## src/rtl/core/ddo_pkg.sv

```systemverilog
// Package for the differential drive odometry block.
// Holds the word types, CORDIC constants and the arctangent table.
// Has no dependencies.
`timescale 1ns / 1ps
`default_nettype none
package ddo_pkg;

  typedef struct packed {
    logic signed [31:0] left_count;
    logic signed [31:0] right_count;
  } ddo_in_t;

  typedef struct packed {
    logic signed [47:0] pos_x;
    logic signed [47:0] pos_y;
    logic [31:0]        heading_out;
  } ddo_out_t;

  typedef struct packed {
    logic load;
    logic turn;
    logic head;
    logic rot;
    logic fin;
    logic mul;
    logic acc;
  } ddo_cmd_t;

  localparam logic [31:0] TURN_SCALE_RESET = 32'd68356529;
  localparam logic signed [33:0] CORDIC_GAIN = 34'sd652032874;
  localparam logic signed [33:0] UNIT_Q30 = 34'sd1073741824;
  localparam logic signed [47:0] POS_MAX = {1'b0, {47{1'b1}}};
  localparam logic signed [47:0] POS_MIN = {1'b1, {47{1'b0}}};

  function automatic logic signed [33:0] atan_lut(input logic [4:0] i);
    logic signed [33:0] v;
    case (i)
      5'd0: v = 34'sd536870912;
      5'd1: v = 34'sd316933406;
      5'd2: v = 34'sd167458907;
      5'd3: v = 34'sd85004756;
      5'd4: v = 34'sd42667331;
      5'd5: v = 34'sd21354465;
      5'd6: v = 34'sd10679838;
      5'd7: v = 34'sd5340245;
      5'd8: v = 34'sd2670163;
      5'd9: v = 34'sd1335087;
      5'd10: v = 34'sd667544;
      5'd11: v = 34'sd333772;
      5'd12: v = 34'sd166886;
      5'd13: v = 34'sd83443;
      5'd14: v = 34'sd41722;
      5'd15: v = 34'sd20861;
      5'd16: v = 34'sd10430;
      5'd17: v = 34'sd5215;
      5'd18: v = 34'sd2608;
      5'd19: v = 34'sd1304;
      5'd20: v = 34'sd652;
      5'd21: v = 34'sd326;
      5'd22: v = 34'sd163;
      5'd23: v = 34'sd81;
      5'd24: v = 34'sd41;
      5'd25: v = 34'sd20;
      5'd26: v = 34'sd10;
      5'd27: v = 34'sd5;
      5'd28: v = 34'sd3;
      5'd29: v = 34'sd1;
      5'd30: v = 34'sd1;
      default: v = 34'sd0;
    endcase
    return v;
  endfunction

endpackage
`default_nettype wire

```

## src/rtl/core/ddo_ctrl.sv

```systemverilog
// Sequencer of the odometry block: steps one word through load, turn, heading,
// CORDIC iterations, finish, multiply, accumulate and output. Depends on ddo_pkg.
`timescale 1ns / 1ps
`default_nettype none
module ddo_ctrl import ddo_pkg::*; #(
  parameter int unsigned CORDIC_STEPS = 24
) (
  input  wire logic       clk,
  input  wire logic       rst_n,
  input  wire logic       in_valid,
  output logic            in_ready,
  output logic            out_valid,
  input  wire logic       out_ready,
  output ddo_cmd_t        cmd,
  output logic [4:0]      step_idx
);

  localparam logic [2:0] S_IDLE = 3'd0, S_TURN = 3'd1, S_HEAD = 3'd2, S_ROT = 3'd3,
                         S_FIN = 3'd4, S_MUL = 3'd5, S_ACC = 3'd6, S_OUT = 3'd7;
  localparam logic [4:0] LAST = 5'(CORDIC_STEPS - 1);

  logic [2:0] state_r, state_nxt;
  logic [4:0] cnt_r, cnt_nxt;

  assign in_ready = state_r == S_IDLE;
  assign out_valid = state_r == S_OUT;
  assign step_idx = cnt_r;

  always_comb begin
    state_nxt = state_r;
    cnt_nxt = cnt_r;
    cmd = '0;
    case (state_r)
      S_IDLE: if (in_valid) begin
        cmd.load = 1'b1;
        state_nxt = S_TURN;
      end
      S_TURN: begin
        cmd.turn = 1'b1;
        state_nxt = S_HEAD;
      end
      S_HEAD: begin
        cmd.head = 1'b1;
        cnt_nxt = '0;
        state_nxt = S_ROT;
      end
      S_ROT: begin
        cmd.rot = 1'b1;
        cnt_nxt = cnt_r + 5'd1;
        if (cnt_r == LAST) state_nxt = S_FIN;
      end
      S_FIN: begin
        cmd.fin = 1'b1;
        state_nxt = S_MUL;
      end
      S_MUL: begin
        cmd.mul = 1'b1;
        state_nxt = S_ACC;
      end
      S_ACC: begin
        cmd.acc = 1'b1;
        state_nxt = S_OUT;
      end
      S_OUT: if (out_ready) state_nxt = S_IDLE;
      default: state_nxt = S_IDLE;
    endcase
  end

  always_ff @(posedge clk) begin
    if (!rst_n) begin
      state_r <= S_IDLE;
      cnt_r <= '0;
    end else begin
      state_r <= state_nxt;
      cnt_r <= cnt_nxt;
    end
  end

endmodule
`default_nettype wire

```

## config.mk

```make
export PLATFORM = sky130hd
export DESIGN_NAME = ddo_ctrl
export DESIGN_NICKNAME = d
export VERILOG_FILES = /design/src/rtl/core/ddo_pkg.sv /design/src/rtl/core/ddo_ctrl.sv
export SDC_FILE = /design/constraint.sdc
export NUM_CORES = 1
export LEC_CHECK = 0
export BUFFER_PORTS_ARGS = -buffer_cell sky130_fd_sc_hd__buf_2
export CORE_AREA = 2 2 39 41
export CTS_CLUSTER_DIAMETER = 60
export DETAILED_ROUTE_END_ITERATION = 12
export DIE_AREA = 0 0 41 43
export GPL_TIMING_DRIVEN = 0
export MAX_ROUTING_LAYER = met4
export PLACE_DENSITY = 0.76
export SYNTH_ARGS = -nofsm -noshare
export SYNTH_HDL_FRONTEND = slang
export SYNTH_SLANG_ARGS = --single-unit
```

## constraint.sdc

```tcl
create_clock -name clk -period 1.1 [get_ports clk]
set_clock_uncertainty 0.15 [all_clocks]
set_input_delay 0.275 -clock clk [delete_from_list [all_inputs] [get_ports clk]]
set_output_delay 0.275 -clock clk [all_outputs]
set_load 0.005 [all_outputs]
```

==> impl_metrics.ini <==
[run_status]
status = complete, but fails checks
violations = negative setup slack

[logic_synthesis]
yosys-top-cells-area = dfxtp_1, nand2_1, nand4b_1
synthesis.area_sq_um = 497
yosysMostFrequentCell = dfxtp_1
synth_cells = 60
synth_edf_count = 0
yosysTopAreaCellShare = 0.322
ys_warn_count = 0
synth_cell_type_count = 27
yosysTopAreaCell = dfxtp_1
synthArstFlopShare = 0
ys_seq_elements = 8
seq_area_frac_synth = 0.322
syn_avg_cell_area_sq_um = 8.28
synth_ff_type = dfxtp_1
synth_commonest_cells = dfxtp_1, nand2_1, a21oi_1, and3_1
synth_fp_nets = 65

[power]
leakagePower_nw = 0.391
power.density_mw_per_mm2 = 788
ir_drop_uv = 681
total_power_uw = 695

[placement]
place_hpwl_um = 875
portBuffers = 17
place_area_sq_um = 646
place_inst = 93
place.gp.congestion = 0.759

[layout]
insertedDiodeCount = 0
design_area_sq_um = 882
stdcell_count = 108
layout-drive-gt1-share = 0.652
fin_nets = 99
synthToLayoutAreaGrowth_pct = 77.6

[grt]
grt_util_met3 = 0.0314
grt_most_used_layer = met2
grt_overflow_total = 0
met1_usage = 0.205
grtUsageMet2 = 0.281
grt_pass1_wl_mm = 2.15
first_global_vias = 533
grt_util_all_layers = 0.179
antenna_found_initial = 0
grt_max_degree = 11

[setup_path]
path_cells = and2b_2, and2_4, buf_6
cp-start-kind = flop
max_stage_delay_ns = 0.38
worst_ep_arrival_time_ns = 1.11
path_max_fanout = 5
required_ns = 0.67
cpMaxStageDelayCell = dfxtp_4
worst_setup_path_end_kind = primary output
path_class = flop to primary output

[clocking]
cts.sinks = 8
path_clk_slew_ns = 0.05
cts-root-buf = clkbuf_4
clk_path_buf_depth = 2
cts-htree-levels = 1
cts_tree = built
clkLatencyLatePin_ns = 0.25
cts_buffers = 3

[floorplanning]
die_h_um = 43
core_sq_mm = 0.00138
start_util = 0.359
ios = 18
die_w_um = 41
row_count = 14
fp.dieArea_sq_mm = 0.00176

[drt]
drt_wl_total_mm = 1.50
ant_nets = 0
drc_errors = 0
wire_per_inst_um = 13.9
viasPerCell = 5.32
first_pass_iters = 3
drt_iter0_markers = 3
vias = 575

[timing]
setup_ws_ns = -0.435
timing.fmax_mhz = 652
fin_crit_ns = 1.53
hold_violations = 0
maxSlewHeadroom = 0.873
maxSlewViolCount = 0
setup_tns_ns = -4.26
rsz0062_at_grt = true
worst_pin_slew_ns = 0.190
finalSetupViolations = 22
period_share = 1.40

[min_path]
holdCritPathClass = primary input to flop

[run]
max_cap_violations = 0
==> per-layer routing <==
layer	share of wire	vias to the layer above
met5	0	-
li1	-	286
met2	0.50	18
met1	0.43	267
met3	0.047	4
met4	0.023	0
==> placed cells by master (no fill, tap or decap), types with 2 or more instances in the layout <==
cell      Yosys  layout
o21ai_1       2       3
nor3b_2       0       2
a31oi_1       3       3
and3_1        4       2
nand3_1       3       3
nand3b_1      3       3
nor2_1        3       2
a21oi_2       0       2
nand2_1       7       5
dfxtp_4       0       6
a21oi_1       4       2
buf_2         2      11
and3_4        0       2
dfxtp_2       0       2
clkbuf_4      0       3
buf_6         1      13
buf_4         1       9
nand4b_1      3       3
==> cells by family (layout without fill, tap and decap cells) <==
| family | after synthesis | after routing | share of synthesized area |
|---|---|---|---|
| simple gates | 33 | 33 | 0.423 |
| compound gates | 13 | 13 | 0.164 |
| flops | 8 | 8 | 0.322 |
| buf+inv | 5 | 37 | 0.0655 |
| fa+ha+maj | 1 | 1 | 0.0252 |
==> final cells by class <==
type | instances | area, sq um
clock buffer | 3 | 22.5
fill | 130 | 502
tap | 16 | 20.0
multi-input combinational | 47 | 382
timing repair buffer | 29 | 228
inverter | 1 | 3.75
sequential | 8 | 185
buffer | 4 | 41.3
==> path summary, 6_finish.rpt <==
kind / end / cells past startpoint / slack [ns] / start
max: cmd[3] / 3 / -0.43 / state_r[2]$_SDFFE_PN0P_
min: state_r[1]$_SDFFE_PN0P_ / 3 / 0.16 / rst_n
max reg2reg: step_idx[4]$_SDFFE_PN0P_ / 4 / -0.13 / step_idx[1]$_SDFFE_PN0P_
min reg2reg: step_idx[0]$_SDFFE_PN0P_ / 2 / 0.36 / step_idx[0]$_SDFFE_PN0P_
==> through the flow <==
step | hold slack (ns) | util | worst slack, ns
6_report | 0.156 | 0.637 | -0.435
5_1_grt | 0.160 | 0.637 | -0.508
4_1_cts | 0.152 | 0.576 | -0.411
3_5_place_dp | 0.336 | 0.467 | -0.244
3_3_place_gp | 0.320 | 0.467 | -0.251
2_1_floorplan | 0.267 | - | -0.0788
==> sequential cells by signal, indices dropped and copies added, names as in the netlist <==
signal	cells
step_idx	5
state_r	3
==> power by group <==
group	switching, mW	internal, mW
clock network	0.101	0.125
registers	0.0121	0.286
logic	0.0775	0.0929
==> critical path, delay by kind of cell, from the launching register on <==
family	cells	cell delay (ns)
DFF	1	0.38
buffers and inverters	1	0.10
and+or+nand+nor	2	0.38
==> repair_timing <==
item / in CTS / in global routing
endpoints found under the setup margin: 22 / 22
cloned: 0 / 1
gates resized for setup: 18 / 15
pin swaps: 10 / 12
hold buffers: 0 / 0
buffers inserted: 9 / 4
Power figures use the tool's default switching activity.
